File: src/design/tkd_pkg.sv
package tkd_pkg;

    typedef enum logic [1:0] {
        PH_IDLE,
        PH_TAIL,
        PH_PREFIX
    } phase_t;

    localparam logic [4:0] KEY_UNKNOWN = 5'd0;
    localparam logic [4:0] KEY_CHAR    = 5'd1;
    localparam logic [4:0] KEY_CTRL    = 5'd2;
    localparam logic [4:0] KEY_TAB     = 5'd3;
    localparam logic [4:0] KEY_BKSP    = 5'd4;
    localparam logic [4:0] KEY_ENTER   = 5'd5;
    localparam logic [4:0] KEY_ESC     = 5'd6;
    localparam logic [4:0] KEY_UP      = 5'd7;
    localparam logic [4:0] KEY_DOWN    = 5'd8;
    localparam logic [4:0] KEY_RIGHT   = 5'd9;
    localparam logic [4:0] KEY_LEFT    = 5'd10;
    localparam logic [4:0] KEY_DEL     = 5'd11;
    localparam logic [4:0] KEY_INS     = 5'd12;
    localparam logic [4:0] KEY_HOME    = 5'd13;
    localparam logic [4:0] KEY_END     = 5'd14;
    localparam logic [4:0] KEY_PGUP    = 5'd15;
    localparam logic [4:0] KEY_PGDN    = 5'd16;
    localparam logic [4:0] KEY_F1      = 5'd17;
    localparam logic [4:0] KEY_F12     = 5'd28;

    localparam logic [7:0] BYTE_NUL    = 8'd0;
    localparam logic [7:0] BYTE_BS     = 8'd8;
    localparam logic [7:0] BYTE_TAB    = 8'd9;
    localparam logic [7:0] BYTE_LF     = 8'd10;
    localparam logic [7:0] BYTE_CR     = 8'd13;
    localparam logic [7:0] BYTE_ESC    = 8'd27;
    localparam logic [7:0] BYTE_DEL    = 8'd127;
    localparam logic [7:0] BYTE_EXT    = 8'd224;

    localparam int VT_ENTRIES = 22;
    localparam int SEQ_KEEP   = 3;

    localparam logic [31:0] VT_SEQ [VT_ENTRIES] = '{
        32'h5B41_0000, 32'h5B42_0000, 32'h5B43_0000, 32'h5B44_0000,
        32'h5B33_7E00, 32'h5B32_7E00, 32'h5B48_0000, 32'h5B46_0000,
        32'h5B35_7E00, 32'h5B36_7E00,
        32'h4F50_0000, 32'h4F51_0000, 32'h4F52_0000, 32'h4F53_0000,
        32'h5B31_357E, 32'h5B31_377E, 32'h5B31_387E, 32'h5B31_397E,
        32'h5B32_307E, 32'h5B32_317E, 32'h5B32_337E, 32'h5B32_347E
    };

    localparam logic [2:0] VT_LEN [VT_ENTRIES] = '{
        3'd2, 3'd2, 3'd2, 3'd2, 3'd3, 3'd3, 3'd2, 3'd2, 3'd3, 3'd3,
        3'd2, 3'd2, 3'd2, 3'd2,
        3'd4, 3'd4, 3'd4, 3'd4, 3'd4, 3'd4, 3'd4, 3'd4
    };

    localparam logic [4:0] VT_KEY [VT_ENTRIES] = '{
        KEY_UP, KEY_DOWN, KEY_RIGHT, KEY_LEFT, KEY_DEL, KEY_INS,
        KEY_HOME, KEY_END, KEY_PGUP, KEY_PGDN,
        KEY_F1, KEY_F1 + 5'd1, KEY_F1 + 5'd2, KEY_F1 + 5'd3,
        KEY_F1 + 5'd4, KEY_F1 + 5'd5, KEY_F1 + 5'd6, KEY_F1 + 5'd7,
        KEY_F1 + 5'd8, KEY_F1 + 5'd9, KEY_F1 + 5'd10, KEY_F12
    };

    typedef struct packed {
        logic       hit;
        logic [4:0] key;
        logic [6:0] ch;
    } key_res_t;

    function automatic logic [6:0] ctrl_letter(input logic [7:0] b);
        return b[6:0] + 7'd64;
    endfunction

    function automatic key_res_t vt_single(input logic [7:0] b);
        key_res_t r;
        r = '{hit: 1'b1, key: KEY_UNKNOWN, ch: 7'd0};
        priority if (b >= 8'd32 && b <= 8'd126)
        begin
            r.key = KEY_CHAR;
            r.ch  = b[6:0];
        end
        else if (b == BYTE_TAB)
            r.key = KEY_TAB;
        else if (b == BYTE_LF)
            r.key = KEY_ENTER;
        else if (b >= 8'd1 && b <= 8'd26)
        begin
            r.key = KEY_CTRL;
            r.ch  = ctrl_letter(b);
        end
        else if (b == BYTE_DEL)
            r.key = KEY_BKSP;
        else if (b == BYTE_ESC)
            r.hit = 1'b0;
        else
            r.key = KEY_UNKNOWN;
        return r;
    endfunction

    function automatic key_res_t con_single(input logic [7:0] b);
        key_res_t r;
        r = '{hit: 1'b1, key: KEY_UNKNOWN, ch: 7'd0};
        priority if (b >= 8'd32 && b <= 8'd126)
        begin
            r.key = KEY_CHAR;
            r.ch  = b[6:0];
        end
        else if (b == BYTE_TAB)
            r.key = KEY_TAB;
        else if (b == BYTE_BS)
            r.key = KEY_BKSP;
        else if (b == BYTE_CR)
            r.key = KEY_ENTER;
        else if (b == BYTE_ESC)
            r.key = KEY_ESC;
        else if (b >= 8'd1 && b <= 8'd26)
        begin
            r.key = KEY_CTRL;
            r.ch  = ctrl_letter(b);
        end
        else if (b == BYTE_NUL || b == BYTE_EXT)
            r.hit = 1'b0;
        else
            r.key = KEY_UNKNOWN;
        return r;
    endfunction

    function automatic logic [4:0] scan_key(input logic [7:0] s);
        logic [4:0] k;
        unique case (s)
            8'd72:   k = KEY_UP;
            8'd75:   k = KEY_LEFT;
            8'd77:   k = KEY_RIGHT;
            8'd80:   k = KEY_DOWN;
            8'd83:   k = KEY_DEL;
            8'd71:   k = KEY_HOME;
            8'd73:   k = KEY_PGUP;
            8'd79:   k = KEY_END;
            8'd81:   k = KEY_PGDN;
            8'd82:   k = KEY_INS;
            8'd133:  k = KEY_F1 + 5'd10;
            8'd134:  k = KEY_F12;
            default:
            begin
                if (s >= 8'd59 && s <= 8'd68)
                    k = KEY_F1 + 5'(s - 8'd59);
                else
                    k = KEY_UNKNOWN;
            end
        endcase
        return k;
    endfunction

    // len = 0 matches nothing; returns KEY_UNKNOWN on a miss
    function automatic logic [4:0] vt_lookup(input logic [2:0] len, input logic [31:0] seq);
        logic [4:0]  k;
        logic [31:0] mask;
        k = KEY_UNKNOWN;
        for (int i = VT_ENTRIES - 1; i >= 0; i--)
        begin
            mask = 32'hFFFF_FFFF << (6'd32 - {len, 3'b000});
            if (VT_LEN[i] == len && ((VT_SEQ[i] ^ seq) & mask) == 32'd0)
                k = VT_KEY[i];
        end
        return k;
    endfunction

endpackage

File: src/design/terminal_key_decoder_top.sv
// Registered: a result appears on out_valid in the cycle after the byte beat that completes it.
// Throughput: one byte beat per cycle while in_ready is high; each byte is decoded in one
//   pass between the handshake and the result register, all sequence compares in parallel.
// in_ready stays high while the result register is empty or is being drained.
// Reset (rst_n low, asynchronous): VT mode, idle, empty tail, no result pending.
module terminal_key_decoder_top #(
    parameter int MAX_TAIL = 7
) (
    input  logic       clk,
    input  logic       rst_n,
    input  logic       cfg_we,
    input  logic       cfg_data,
    input  logic       in_valid,
    output logic       in_ready,
    input  logic [7:0] byte_in,
    input  logic       no_byte,
    output logic       out_valid,
    input  logic       out_ready,
    output logic [4:0] key_code,
    output logic [6:0] char_value
);
    import tkd_pkg::*;

    localparam int CW = $clog2(MAX_TAIL + 1);

    logic          mode_reg, mode_next;
    phase_t        phase_reg, phase_next;
    logic [CW-1:0] count_reg, count_next, count_inc;
    logic [7:0]    seq_reg [SEQ_KEEP];
    logic          seq_wr;
    logic          out_valid_reg, out_valid_next;
    logic [4:0]    key_reg;
    logic [6:0]    char_reg;

    logic          in_fire;
    logic          tail_full;
    logic [2:0]    match_len;
    logic [31:0]   cand;
    logic [4:0]    match_key;
    key_res_t      res;

    assign in_ready  = !out_valid_reg || out_ready;
    assign in_fire   = in_valid && in_ready;
    assign count_inc = count_reg + CW'(1);
    assign tail_full = count_reg >= CW'(MAX_TAIL);

    always_comb
    begin
        for (int i = 0; i < SEQ_KEEP; i++)
        begin
            if (count_reg != CW'(i))
                cand[31 - 8*i -: 8] = seq_reg[i];
            else
                cand[31 - 8*i -: 8] = byte_in;
        end
        cand[7:0] = byte_in;
        match_len = (count_inc <= CW'(4)) ? count_inc[2:0] : 3'd0;
        match_key = vt_lookup(match_len, cand);
    end

    always_comb
    begin
        res = '{hit: 1'b0, key: KEY_UNKNOWN, ch: 7'd0};
        if (mode_reg)
        begin
            if (!no_byte)
            begin
                if (phase_reg == PH_PREFIX)
                    res = '{hit: 1'b1, key: scan_key(byte_in), ch: 7'd0};
                else
                    res = con_single(byte_in);
            end
        end
        else if (phase_reg == PH_TAIL)
        begin
            priority if (no_byte || tail_full)
                res = '{hit: 1'b1, key: KEY_ESC, ch: 7'd0};
            else if (match_key != KEY_UNKNOWN)
                res = '{hit: 1'b1, key: match_key, ch: 7'd0};
            else if (count_inc >= CW'(MAX_TAIL))
                res = '{hit: 1'b1, key: KEY_ESC, ch: 7'd0};
            else
                res.hit = 1'b0;
        end
        else if (no_byte)
            res = '{hit: 1'b1, key: KEY_UNKNOWN, ch: 7'd0};
        else
            res = vt_single(byte_in);
    end

    always_comb
    begin
        mode_next  = mode_reg;
        phase_next = phase_reg;
        count_next = count_reg;
        seq_wr     = 1'b0;
        if (in_fire)
        begin
            if (mode_reg)
            begin
                if (!no_byte)
                begin
                    count_next = '0;
                    if (phase_reg != PH_PREFIX && !res.hit)
                        phase_next = PH_PREFIX;
                    else
                        phase_next = PH_IDLE;
                end
            end
            else if (phase_reg == PH_TAIL)
            begin
                seq_wr = !no_byte && !tail_full;
                if (res.hit)
                begin
                    phase_next = PH_IDLE;
                    count_next = '0;
                end
                else
                    count_next = count_inc;
            end
            else
            begin
                count_next = '0;
                phase_next = (!no_byte && !res.hit) ? PH_TAIL : PH_IDLE;
            end
        end
        if (cfg_we)
        begin
            mode_next  = cfg_data;
            phase_next = PH_IDLE;
            count_next = '0;
        end
    end

    assign out_valid_next = in_ready ? (in_fire && res.hit) : out_valid_reg;

    always_ff @(posedge clk or negedge rst_n)
    begin
        if (!rst_n)
        begin
            mode_reg      <= 1'b0;
            phase_reg     <= PH_IDLE;
            count_reg     <= '0;
            out_valid_reg <= 1'b0;
        end
        else
        begin
            mode_reg      <= mode_next;
            phase_reg     <= phase_next;
            count_reg     <= count_next;
            out_valid_reg <= out_valid_next;
        end
    end

    // hold only the bytes a sequence can still be compared on
    always_ff @(posedge clk)
    begin
        if (seq_wr && count_reg < CW'(SEQ_KEEP))
            seq_reg[count_reg[1:0]] <= byte_in;
        if (in_fire && res.hit)
        begin
            key_reg  <= res.key;
            char_reg <= res.ch;
        end
    end

    assign out_valid  = out_valid_reg;
    assign key_code   = key_reg;
    assign char_value = char_reg;

endmodule

File: config.mk
export PLATFORM = sky130hd
export DESIGN_NAME = terminal_key_decoder_top
export DESIGN_NICKNAME = d
export VERILOG_FILES = /design/src/design/tkd_pkg.sv /design/src/design/terminal_key_decoder_top.sv
export SDC_FILE = /design/constraint.sdc
export NUM_CORES = 1
export LEC_CHECK = 0
export BUFFER_PORTS_ARGS = -buffer_cell sky130_fd_sc_hd__buf_2
export CAP_MARGIN = 25
export CORE_MARGIN = 2
export CORE_UTILIZATION = 61
export DETAILED_ROUTE_END_ITERATION = 10
export PLACE_DENSITY = 0.81
export RECOVER_POWER = 25
export SYNTH_ARGS = -nofsm -noshare
export SYNTH_HDL_FRONTEND = slang
export SYNTH_SLANG_ARGS = --single-unit
File: constraint.sdc
create_clock -name clk -period 5.35 [get_ports clk]
set_clock_uncertainty 0.2 [all_clocks]
set_input_delay 0.535 -clock clk [delete_from_list [all_inputs] [get_ports clk]]
set_output_delay 0.535 -clock clk [all_outputs]
set_load 0.05 [all_outputs]
==> results of run 1 <==
==> cell usage in the layout, fill, tap and decap left out, drive strengths merged, types with 13 or more instances in the layout <==
cell    instances
ha             16
inv            21
buf            25
o21ai          32
a31oi          13
nand2b         16
nand2          31
a21oi          24
nor2           43
nor3           13
edfxtp         36
==> cell families after synthesis <==
kind of cell / after synthesis / synth area share
AND/OR/NAND/NOR: 174 / 0.2619
buffers and inverters: 43 / 0.05719
AO/OA/AOI/OAI: 126 / 0.2345
multiplexers: 16 / 0.04772
XOR/XNOR: 2 / 0.004739
adder cells (fa/ha/maj): 16 / 0.05414
flip-flops: 43 / 0.3398
==> per-stage QoR <==
stage	hold slack [ps]	utilization	setup slack [ps]
floorplan	39.41	-	779.8
global route	246.0	0.6699	161.3
CTS	245.3	0.6713	551.5
global placement	175.5	0.6505	800.4
finish	251.8	0.6699	394.2
detailed placement	179.1	0.6505	588.8
==> routing by layer <==
| metal | up-vias | GRT usage | share of wire |
|---|---|---|---|
| met4 | 0 | 0.1367 | 0.038 |
| met1 | 1671 | 0.4351 | 0.39 |
| met2 | 246 | 0.5293 | 0.46 |
| met5 | - | 0 | 0 |
| met3 | 38 | 0.07473 | 0.11 |
| li1 | 1616 | - | - |
==> worst max-delay path: cells and delay by family (launching register included) <==
kind / cells / cell delay [ps]
AO/OA/AOI/OAI: 7 / 2090
adder cells (fa/ha/maj): 4 / 1080
buffers and inverters: 2 / 280
flip-flops: 1 / 480
AND/OR/NAND/NOR: 2 / 560
==> worst paths after layout <==
kind,start,to,slack [ps],depth (start not counted)
setup / recovery,count_reg[1],char_value[5],390,15
hold / removal,cfg_data,mode_reg,250,3
setup reg to reg,count_reg[1],char_value[5],390,15
hold reg to reg,phase_reg[1],phase_reg[1],320,2
max in group asynchronous,rst_n,count_reg[1],4180,2
min in group asynchronous,rst_n,phase_reg[1],470,2
==> final cells by class <==
class,count,area share
clock buffer,5,0.01745
clock inverter,3,0.01111
inverter,21,0.01999
multi-input combinational,334,0.5655
sequential,43,0.3186
tap,75,0.02380
timing repair buffer,33,0.04348
==> synth_stat cells, drive strengths merged, types with 2 or more instances <==
| library cell | n | area share |
|---|---|---|
| a2111oi | 2 | 0.0098 |
| a211oi | 3 | 0.0061 |
| a21oi | 24 | 0.036 |
| a221o | 2 | 0.0054 |
| a22o | 3 | 0.0071 |
| a22oi | 2 | 0.0041 |
| a31oi | 13 | 0.022 |
| a41oi | 2 | 0.0047 |
| and2 | 10 | 0.017 |
| and4b | 2 | 0.0054 |
| buf | 15 | 0.029 |
| clkbuf | 7 | 0.0071 |
| dfrtp | 7 | 0.047 |
| edfxtp | 36 | 0.29 |
| ha | 16 | 0.054 |
| inv | 21 | 0.021 |
| mux2 | 4 | 0.014 |
| mux2i | 12 | 0.034 |
| nand2 | 31 | 0.031 |
| nand2b | 16 | 0.027 |
| nand3 | 8 | 0.012 |
| nand3b | 4 | 0.0081 |
| nand4 | 5 | 0.0085 |
| nand4b | 5 | 0.012 |
| nor2 | 43 | 0.044 |
| nor2b | 8 | 0.014 |
| nor3 | 13 | 0.018 |
| nor4 | 8 | 0.017 |
| nor4bb | 5 | 0.014 |
| o2111ai | 2 | 0.0047 |
| o211ai | 6 | 0.014 |
| o21a | 7 | 0.014 |
| o21ai | 32 | 0.043 |
| o22ai | 5 | 0.0085 |
| o2bb2ai | 2 | 0.0047 |
| o31a | 2 | 0.0047 |
| o31ai | 5 | 0.012 |
| or2 | 7 | 0.012 |
| or3 | 4 | 0.0068 |
| xnor2 | 2 | 0.0047 |
==> power by group <==
part / switching, uW / leakage, uW / internal [uW]
sequential: 4.93 / 0.000420 / 373
clock: 118 / 0.0000581 / 139
combinational: 94.3 / 0.00101 / 29.5
total: 218 / 0.00149 / 542
==> timing repair <==
| item | in CTS | in global routing |
|---|---|---|
| endpoints found under the hold margin | 7 | 0 |
| hold buffers | 1 | 0 |
| setup buffers | 0 | 0 |
==> results.ini, run 1 <==
[final_layout]
seqCellArea_mm2=0.001256
post-route-cell-area_mm2=0.003943
max_ffs_per_register=24
synthToLayoutAreaGrowth_pct=6.633
post_route_cells_drive_above_1_share=0.1253
fin_cells=514
num_antenna_cells=0
number_of_nets_in_the_layout=469
multi_input_area_mm2=0.002230
nFillCells=479

[floorplan]
rows=28
start_util=0.6282
die_h_um=81.86
fp.dieW_um=81.86
ios=29
core-area_mm2=0.005886
dieArea_mm2=0.006700

[clocking]
clock_tree.root_cell=sky130_fd_sc_hd__clkbuf_8
cts-buffers-inserted=5
post_cts.resized_instances=0
clock_latency_ps=300
clock_pin_slew_on_the_worst_setup_and_hold_paths_ps=90
htree_num_levels=2
cts.sink_count=43
cts_max_path_buffers=2
cts_tree=done

[power_and_ir_drop]
cellLeakagePower_uw=0.001489
post_layout_power_uw=759.7
ir_worst_vdd_v=0.0001462
power.density_cell_area_mw_per_mm2=192.7

[placed_design]
io_buffers=28
placed_area_mm2=0.003829
dp.final_hpwl_um=7887
globalplace.congestion=0.9329
placedCellCount=505

[setup_path]
worstPathRequired_ps=5200
timing.critical_path.to_type=flop
path_type_of_the_worst_setup_path=reg -> reg
crit_path_top_delay_cell=sky130_fd_sc_hd__o311ai_0
critical_path_arrival_ps=4800
crit_path_max_fanout=12
worst_path_most_repeated_cell=sky130_fd_sc_hd__ha_1
setup.worst_path.start_class=flop
cp_slowest_stage_delay_ps=600
path_cells=ha_1 -> ha_1 -> inv_1 -> o21ai_0 -> ha_1 -> ha_1 -> nor2_1 -> o21ai_1 -> o21ai_1 -> or3_1 -> o21ai_0 -> a221o_1 -> o311ai_0 -> a21oi_1 -> buf_4

[global_route]
grt_pass1_wl_um=16480
grt_overflow=0
grt_max_degree=26
grt_pass1_vias=3234
initial_antenna_violation_count=0
track_usage=0.3316

[sta]
fin_crit_sh=0.9263
setup-violations-final=0
finalMaxSlewViolations=0
post-route-min-period_ps=4956
timing.fmax_mhz=201.8
maxSlewHeadroom=0.3270
rsz_0062_raised_after_global_routing=false
max_slew.worst_pin.slew_ps=984.1
setup_tns_ps=0
timing_hold_violations_final=0

[routing]
drc_errors=0
detailed_route_vias_per_instance=6.947
detail-route-antenna-nets=0
detail_route.first_pass.iterations=5
drt_wl_total_um=10610
dr_total_vias=3571
drt_iter0_markers=376
drt-wirelength-per-cell_um=20.65

[flow_run]
maxCapViolations=0

[logic_synthesis]
synth_cell_types=71
synth_sequential_area_ratio=0.3398
synth_area_per_cell_um2=8.803
synthArstFlopShare=0.1628
synth.net_count=451
synthCells=420
mapped_area_mm2=0.003697
synth_enable_flop_cells=36
yosys_warnings=0
yosys_most_used_dff=sky130_fd_sc_hd__edfxtp_1
synth_seq_cells=43

[outcome]
outcome=complete, no violations

[min_path]
hp-class=in -> reg

No activity file was read; power rests on OpenSTA's default activity.
==> run 2: changes to the inputs <==
--- a/config.mk
+++ b/config.mk
@@ -5,6 +5,7 @@
 export SDC_FILE = /design/constraint.sdc
 export NUM_CORES = 1
 export LEC_CHECK = 0
+export ABC_AREA = 1
 export BUFFER_PORTS_ARGS = -buffer_cell sky130_fd_sc_hd__buf_2
 export CAP_MARGIN = 25
 export CORE_MARGIN = 2
@@ -12,6 +13,8 @@
 export DETAILED_ROUTE_END_ITERATION = 10
 export PLACE_DENSITY = 0.81
 export RECOVER_POWER = 25
+export SETUP_SLACK_MARGIN = 0.3
+export SLEW_MARGIN = 40
 export SYNTH_ARGS = -nofsm -noshare
 export SYNTH_HDL_FRONTEND = slang
 export SYNTH_SLANG_ARGS = --single-unit
==> run 2 against run 1 <==
  * Clock power down 13%
  * Maximum frequency up 5.7%
  * Core utilization up 1.0 points
  * Final cell count up 26%
  * Non-clock buffer count down 3
  * Area after synthesis up 1.1%
  * Cell area up 2.1%
  * Sequential share of layout area down 0.65 points
  * Global-route usage down 1.4 points
  * Critical endpoint is now char_value[3]
  * Worst setup slack better by 270 ps
  * Highest routed layer unchanged
  * Power up 12%
==> results.ini, run 2 <==
[setup_path]
crit_path_top_delay_cell=sky130_fd_sc_hd__dfrtp_1  ; was sky130_fd_sc_hd__o311ai_0
cp_slowest_stage_delay_ps=470  ; was 600 ps
timing.rr.start=count_reg[0]  ; was count_reg[1]
crit_path_max_fanout=14  ; was 12
timing.critical_path.to_type=flop  ; unchanged
worst-path-buf-inv=3  ; was 2
top_delay_family_on_crit_path=simple AND/OR/NAND/NOR gates  ; was compound AO/OA/AOI/OAI gates
worstPathRequired_ps=5160  ; was 5200 ps
critical_path_arrival_ps=4500  ; was 4800 ps
path_type_of_the_worst_setup_path=reg -> reg  ; unchanged
worst_setup_path_startpoint=count_reg[0]  ; was count_reg[1]
setup.worst_path.start_class=flop  ; unchanged
path_cells=ha_1 -> ha_1 -> a21oi_2 -> inv_1 -> ha_1 -> ha_2 -> nor2_4 -> nand3_1 -> nand2_1 -> nor2_1 -> nand2_1 -> nor2_2 -> inv_2 -> nor4_1 -> nand3_1 -> nand2_1 -> nand2_2 -> nand2_2 -> a21oi_4 -> nand3b_4 -> o21bai_4 -> o21a_1 -> nor2_1 -> buf_4  ; was ha_1 -> ha_1 -> inv_1 -> o21ai_0 -> ha_1 -> ha_1 -> nor2_1 -> o21ai_1 -> o21ai_1 -> or3_1 -> o21ai_0 -> a221o_1 -> o311ai_0 -> a21oi_1 -> buf_4

[routing]
detail_route.first_pass.iterations=5  ; unchanged
drt_wl_total_um=10140  ; was 10610 um
drt-wirelength-per-cell_um=15.62  ; was 20.65 um
detail-route-antenna-nets=0  ; unchanged
drt_iter0_markers=392  ; was 376
drc_errors=0  ; unchanged
dr_total_vias=3790  ; was 3571
detailed_route_vias_per_instance=5.840  ; was 6.947

[min_path]
hp-class=in -> reg  ; unchanged
min-delay-start=cfg_data  ; unchanged

[sta]
timing_hold_violations_final=0  ; unchanged
setup_tns_ps=0  ; unchanged
max_slew.worst_pin.slew_ps=796.2  ; was 984.1 ps
timing.fmax_mhz=213.2  ; was 201.8 MHz
postLayoutSetupSlackWorst_ps=660.1  ; was 394.2 ps
setup-violations-final=0  ; unchanged
post-route-min-period_ps=4690  ; was 4956 ps
fin_crit_sh=0.8766  ; was 0.9263
finalMaxSlewViolations=0  ; unchanged
maxSlewHeadroom=0.4692  ; was 0.3270
rsz_0062_raised_after_global_routing=false  ; unchanged

[logic_synthesis]
yosys_most_used_dff=sky130_fd_sc_hd__edfxtp_1  ; unchanged
synthTopCellsByCount=sky130_fd_sc_hd__nand2_1 (160), sky130_fd_sc_hd__nor2_1 (71), sky130_fd_sc_hd__inv_1 (67)  ; was sky130_fd_sc_hd__nor2_1 (43), sky130_fd_sc_hd__edfxtp_1 (36), sky130_fd_sc_hd__nand2_1 (31)
synth_sequential_area_ratio=0.3360  ; was 0.3398
mapped_area_mm2=0.003739  ; was 0.003697 mm^2
synthCells=547  ; was 420
synth_cell_types=41  ; was 71
yosys_warnings=0  ; unchanged
synth_top_cell_area_share=0.2892  ; was 0.2924
synth_enable_flop_cells=36  ; unchanged
synth_seq_cells=43  ; unchanged
synth.net_count=578  ; was 451
synth_area_per_cell_um2=6.835  ; was 8.803 um^2
synthArstFlopShare=0.1628  ; unchanged
netlist.top_cell.by_area=sky130_fd_sc_hd__edfxtp_1  ; unchanged
yosys.cell_count.top_type=sky130_fd_sc_hd__nand2_1  ; was sky130_fd_sc_hd__nor2_1
ys_top_cells_by_area=sky130_fd_sc_hd__edfxtp_1 (29%), sky130_fd_sc_hd__nand2_1 (16%), sky130_fd_sc_hd__nor2_1 (7.1%)  ; was sky130_fd_sc_hd__edfxtp_1 (29%), sky130_fd_sc_hd__ha_1 (5.4%), sky130_fd_sc_hd__dfrtp_1 (4.7%)

[clocking]
cts_tree=done  ; unchanged
cts.sink_count=43  ; unchanged
cts_max_path_buffers=2  ; unchanged
clock_tree.root_cell=sky130_fd_sc_hd__clkbuf_8  ; unchanged
htree_num_levels=2  ; unchanged
postCtsSetupBuffers=0  ; unchanged
clock_latency_ps=300  ; about the same
cts-buffers-inserted=5  ; unchanged
clock_pin_slew_on_the_worst_setup_and_hold_paths_ps=90  ; about the same

[power_and_ir_drop]
switching_share=0.3709  ; was 0.2864
p_int_uw=536.1  ; was 542.1 uW
netSwitchingPower_uw=316.0  ; was 217.6 uW
pwr-share-comb=0.282  ; was 0.163
ir_worst_vdd_v=0.0001625  ; was 0.0001462 V
power_frac_seq=0.454  ; was 0.498
clockPowerShare=0.264  ; was 0.339
power.density_cell_area_mw_per_mm2=211.7  ; was 192.7 mW/mm^2
cellLeakagePower_uw=0.001988  ; was 0.001489 uW

[global_route]
track_usage=0.3172  ; was 0.3316
grt_overflow=0  ; unchanged
grt_pass1_vias=3444  ; was 3234
grt_max_degree=21  ; was 26
grt_pass1_wl_um=16130  ; was 16480 um
initial_antenna_violation_count=0  ; unchanged

[final_layout]
layout_commonest_cell=sky130_fd_sc_hd__nand2_1  ; was sky130_fd_sc_hd__nor2_1
post_route_cells_drive_above_1_share=0.1289  ; was 0.1253
max_ffs_per_register=24  ; unchanged
multi_input_area_mm2=0.002137  ; was 0.002230 mm^2
number_of_nets_in_the_layout=604  ; was 469
post-route-cell-area_mm2=0.004025  ; was 0.003943 mm^2
seqCellArea_mm2=0.001256  ; unchanged
nFillCells=502  ; was 479
num_antenna_cells=0  ; unchanged
fin_cells=649  ; was 514
most_frequent_cells_in_the_layout=sky130_fd_sc_hd__nand2_1 (160), sky130_fd_sc_hd__nor2_1 (69), sky130_fd_sc_hd__inv_1 (67)  ; was sky130_fd_sc_hd__nor2_1 (43), sky130_fd_sc_hd__edfxtp_1 (36), sky130_fd_sc_hd__nand2_1 (31)
synthToLayoutAreaGrowth_pct=7.664  ; was 6.633%

[placed_design]
dp.final_hpwl_um=7921  ; was 7887 um
globalplace.congestion=0.9930  ; was 0.9329
placedCellCount=640  ; was 505
pre_cts_slack_ps=440.6  ; was 588.8 ps
io_buffers=28  ; unchanged
placed_area_mm2=0.003910  ; was 0.003829 mm^2

[floorplan]
fp.dieW_um=82.29  ; was 81.86 um
core-area_mm2=0.005921  ; was 0.005886 mm^2
ios=29  ; unchanged
dieArea_mm2=0.006771  ; was 0.006700 mm^2
rows=28  ; unchanged
die_h_um=82.29  ; was 81.86 um
start_util=0.6314  ; was 0.6282

[outcome]
outcome=complete, no violations  ; unchanged

[flow_run]
maxCapViolations=0  ; unchanged

run 2: worst register-to-register path: cells and delay by family (launching register included):
family                     cells  cell delay (ps)
AOI/OAI and AO/OA              4              490
adders and majority gates      4             1170
DFF                            1              470
and+or+nand+nor               13             1710
buffers and inverters          3              370
run 2: final timing paths:
path / end / cells past startpoint / slack, ps
setup / recovery: char_value[3] / 24 / 660
hold / removal: mode_reg / 3 / 240
setup reg to reg: char_value[3] / 24 / 660
hold reg to reg: phase_reg[1] / 2 / 310
max in group asynchronous: count_reg[1] / 2 / 4140
min in group asynchronous: count_reg[0] / 2 / 500
run 2: through the flow:
step,power [uW],hold slack (ps),utilization
after floorplan,566.7,39.41,-
after global placement,622.4,183.8,0.6604
after detailed placement,626.1,186.4,0.6604
after CTS,846.4,236.5,0.6781
after global routing,889.9,261.1,0.6798
final,852.1,242.5,0.6798
run 2: metal layers:
metal,global-route usage,share of wire
met2,0.5258,0.47
met4,0.1333,0.035
met1,0.4121,0.41
met5,0,0
met3,0.04783,0.085
run 2: repair_timing:
action / 4_1_cts / 5_1_grt
hold buffers: 1 / 0
setup endpoints to repair: 0 / 18
resized for setup: 0 / 6
endpoints found under the hold margin: 7 / 0
run 2: final cells by class:
cell class,count,share of cell area
clock buffer,5,0.01710
clock inverter,3,0.006528
inverter,79,0.07367
multi-input combinational,414,0.5309
sequential,43,0.3121
tap,75,0.02331
timing repair buffer,30,0.03637
run 2: cells by family (layout without fill, tap and decap cells):
logic type,Yosys count,in the layout,share of synthesized area
XOR/XNOR,1,1,0.002343
AO/OA/AOI/OAI,53,53,0.09438
AND/OR/NAND/NOR,344,344,0.4157
flip-flops,43,43,0.3360
adder cells (fa/ha/maj),16,16,0.05355
buffers and inverters,90,117,0.09806
run 2: power by group through the flow:
stage	logic [uW]	registers, uW	clock network, uW
floorplan	145	422	0
global placement	229	394	0
detailed placement	232	394	0
CTS	233	387	226
global route	264	389	237
finish	240	387	225
==> run 3: changes to the inputs <==
--- a/config.mk
+++ b/config.mk
@@ -13,6 +13,7 @@
 export DETAILED_ROUTE_END_ITERATION = 10
 export PLACE_DENSITY = 0.81
 export RECOVER_POWER = 25
+export REMOVE_ABC_BUFFERS = 1
 export SETUP_SLACK_MARGIN = 0.3
 export SLEW_MARGIN = 40
 export SYNTH_ARGS = -nofsm -noshare
==> run 3 against run 2 <==
  * Worst setup slack lost 55 ps
  * First-iteration DRC count shrank 22%
  * Final cell count is the same
  * Register-to-register slack got worse by 60 ps
  * Die area stayed put
  * Critical path depth fell by 1
  * Core utilization up 0.87 points
  * Power is 9.9% higher
  * Sequential share of layout area is 0.39 points lower
==> results.ini, run 3 (same netlist as run 2, synthesis figures left out) <==
[outcome]
outcome=complete, no violations  ; unchanged

[floorplan]
rows=28  ; unchanged
start_util=0.6314  ; unchanged
die_h_um=82.29  ; unchanged
core-area_mm2=0.005921  ; unchanged
dieArea_mm2=0.006771  ; unchanged
ios=29  ; unchanged
fp.dieW_um=82.29  ; unchanged

[placed_design]
io_buffers=28  ; unchanged
dp.final_hpwl_um=7692  ; was 7921 um
globalplace.congestion=1.007  ; was 0.9930

[final_layout]
max_ffs_per_register=24  ; unchanged
final_core_util=0.6885  ; was 0.6798
most_frequent_cells_in_the_layout=sky130_fd_sc_hd__nand2_1 (160), sky130_fd_sc_hd__nor2_1 (69), sky130_fd_sc_hd__inv_1 (67)  ; unchanged
synthToLayoutAreaGrowth_pct=9.036  ; was 7.664%
layout_commonest_cell=sky130_fd_sc_hd__nand2_1  ; unchanged
post_route_cells_drive_above_1_share=0.1307  ; was 0.1289
number_of_nets_in_the_layout=604  ; unchanged
num_antenna_cells=0  ; unchanged

[clocking]
cts_max_path_buffers=2  ; unchanged
clock_latency_ps=300  ; about the same
cts_tree=done  ; unchanged
clock_pin_slew_on_the_worst_setup_and_hold_paths_ps=90  ; about the same
clock_tree.root_cell=sky130_fd_sc_hd__clkbuf_8  ; unchanged
htree_num_levels=2  ; unchanged
cts.sink_count=43  ; unchanged
cts-buffers-inserted=5  ; unchanged

[sta]
max_slew.worst_pin.slew_ps=776.2  ; was 796.2 ps
timing.fmax_mhz=210.7  ; was 213.2 MHz
post-route-min-period_ps=4745  ; was 4690 ps
setup_tns_ps=0  ; unchanged
timing_hold_violations_final=0  ; unchanged
maxSlewHeadroom=0.4825  ; was 0.4692
finalMaxSlewViolations=0  ; unchanged
holdWs_ps=259.5  ; was 242.5 ps
rsz_0062_raised_after_global_routing=false  ; unchanged
fin_crit_sh=0.8870  ; was 0.8766
setup-violations-final=0  ; unchanged

[min_path]
hp-class=in -> reg  ; unchanged
worstHoldPathCells=3  ; unchanged
hold_path_end=mode_reg  ; unchanged
min-delay-start=cfg_data  ; unchanged

[flow_run]
maxCapViolations=0  ; unchanged

[global_route]
grt_overflow=0  ; unchanged
initial_antenna_violation_count=0  ; unchanged
grt_max_degree=21  ; unchanged
track_usage=0.3024  ; was 0.3172
grt_pass1_vias=3443  ; was 3444
grt_pass1_wl_um=15390  ; was 16130 um

[setup_path]
timing.critical_path.to_type=flop  ; unchanged
reg2reg_setup_slack_ps=600  ; was 660 ps
path_type_of_the_worst_setup_path=reg -> reg  ; unchanged
timing.rr.start=count_reg[0]  ; unchanged
worstPathRequired_ps=5200  ; was 5160 ps
r2r.worst_path.cells=23  ; was 24
critical_path_arrival_ps=4600  ; was 4500 ps
crit-reg2reg-capture=char_value[3]  ; unchanged
setup.worst_path.start_class=flop  ; unchanged
crit_path_max_fanout=14  ; unchanged

[routing]
drt_iter0_markers=305  ; was 392
drt-wirelength-per-cell_um=15.61  ; was 15.62 um
detailed_route_vias_per_instance=5.872  ; was 5.840
drc_errors=0  ; unchanged
detail_route.first_pass.iterations=5  ; unchanged
dr_total_vias=3811  ; was 3790
detail-route-antenna-nets=0  ; unchanged
drt_wl_total_um=10130  ; was 10140 um

[power_and_ir_drop]
power.density_cell_area_mw_per_mm2=229.7  ; was 211.7 mW/mm^2
cellLeakagePower_uw=0.002010  ; was 0.001988 uW
ir_worst_vdd_v=0.0002294  ; was 0.0001625 V

## run 3: worst max-delay path by stage
stage	depth (start not counted)	from	to	slack [ps]
2_1_floorplan	23	count_reg[0]	char_value[0]	680
3_3_place_gp	24	count_reg[0]	char_value[3]	610
3_5_place_dp	23	count_reg[0]	char_value[3]	370
4_1_cts	23	count_reg[0]	char_value[3]	350
5_1_grt	23	count_reg[1]	char_value[3]	310
6_report	23	count_reg[0]	char_value[3]	600
## run 3: cell type report
type | count | area, um^2
Multi-Input combinational cell | 414 | 2143
Fill cell | 524 | 1844
Sequential cell | 43 | 1256
Inverter | 79 | 296.5
Timing Repair Buffer | 30 | 146.4
Tap cell | 75 | 93.84
Clock inverter | 3 | 71.32
Clock buffer | 5 | 68.82
## run 3: where the power goes
part           switching [uW]  internal (uW)  total [uW]  leakage (uW)
clock network             121            190         311     0.0000703
logic                     179           61.3         241       0.00151
registers                5.90            379         385      0.000426
total                     307            630         936       0.00201
## run 3: layer usage
metal	global-route usage	vias to the layer above	share of wire
li1	-	1852	-
met1	0.3551	1759	0.40
met2	0.5476	163	0.50
met3	0.04457	37	0.060
met4	0.1250	0	0.034
met5	0	-	0
## run 3: through the flow
stage	cells	total power (uW)	worst slack, ps	instance area (um^2)
6_report	649	936.4	604.8	4076
4_1_cts	649	932.8	347.5	4060
2_1_floorplan	536	560.3	679.5	3669
5_1_grt	649	971.8	312.0	4076
3_3_place_gp	640	620.2	612.5	3910
3_5_place_dp	640	623.2	368.7	3910
## run 3: repair_timing
item | 4_1_cts | 5_1_grt
endpoints found under the hold margin | 7 | 0
setup endpoints to repair | 0 | 21
buffers inserted | 0 | 0
gates resized for setup | 0 | 7
hold buffers | 1 | 0
## run 3: critical path, cell delays in order, from the launching register on
cell and delay, ps:
sky130_fd_sc_hd__dfrtp_1 460, sky130_fd_sc_hd__ha_1 240, sky130_fd_sc_hd__ha_1 330, sky130_fd_sc_hd__a21oi_2 210, sky130_fd_sc_hd__inv_1 110, sky130_fd_sc_hd__ha_1 190
sky130_fd_sc_hd__ha_2 330, sky130_fd_sc_hd__nor2_4 310, sky130_fd_sc_hd__nand3_1 160, sky130_fd_sc_hd__nand2_1 150, sky130_fd_sc_hd__nor2_1 70, sky130_fd_sc_hd__nand4_1 110
sky130_fd_sc_hd__inv_2 80, sky130_fd_sc_hd__nand3_1 130, sky130_fd_sc_hd__nand2_1 70, sky130_fd_sc_hd__inv_1 60, sky130_fd_sc_hd__nand3_1 90, sky130_fd_sc_hd__nor3_1 260
sky130_fd_sc_hd__o21ai_1 170, sky130_fd_sc_hd__nand3b_4 210, sky130_fd_sc_hd__o21bai_4 170, sky130_fd_sc_hd__o21a_1 160, sky130_fd_sc_hd__nor2_1 50, sky130_fd_sc_hd__buf_4 190
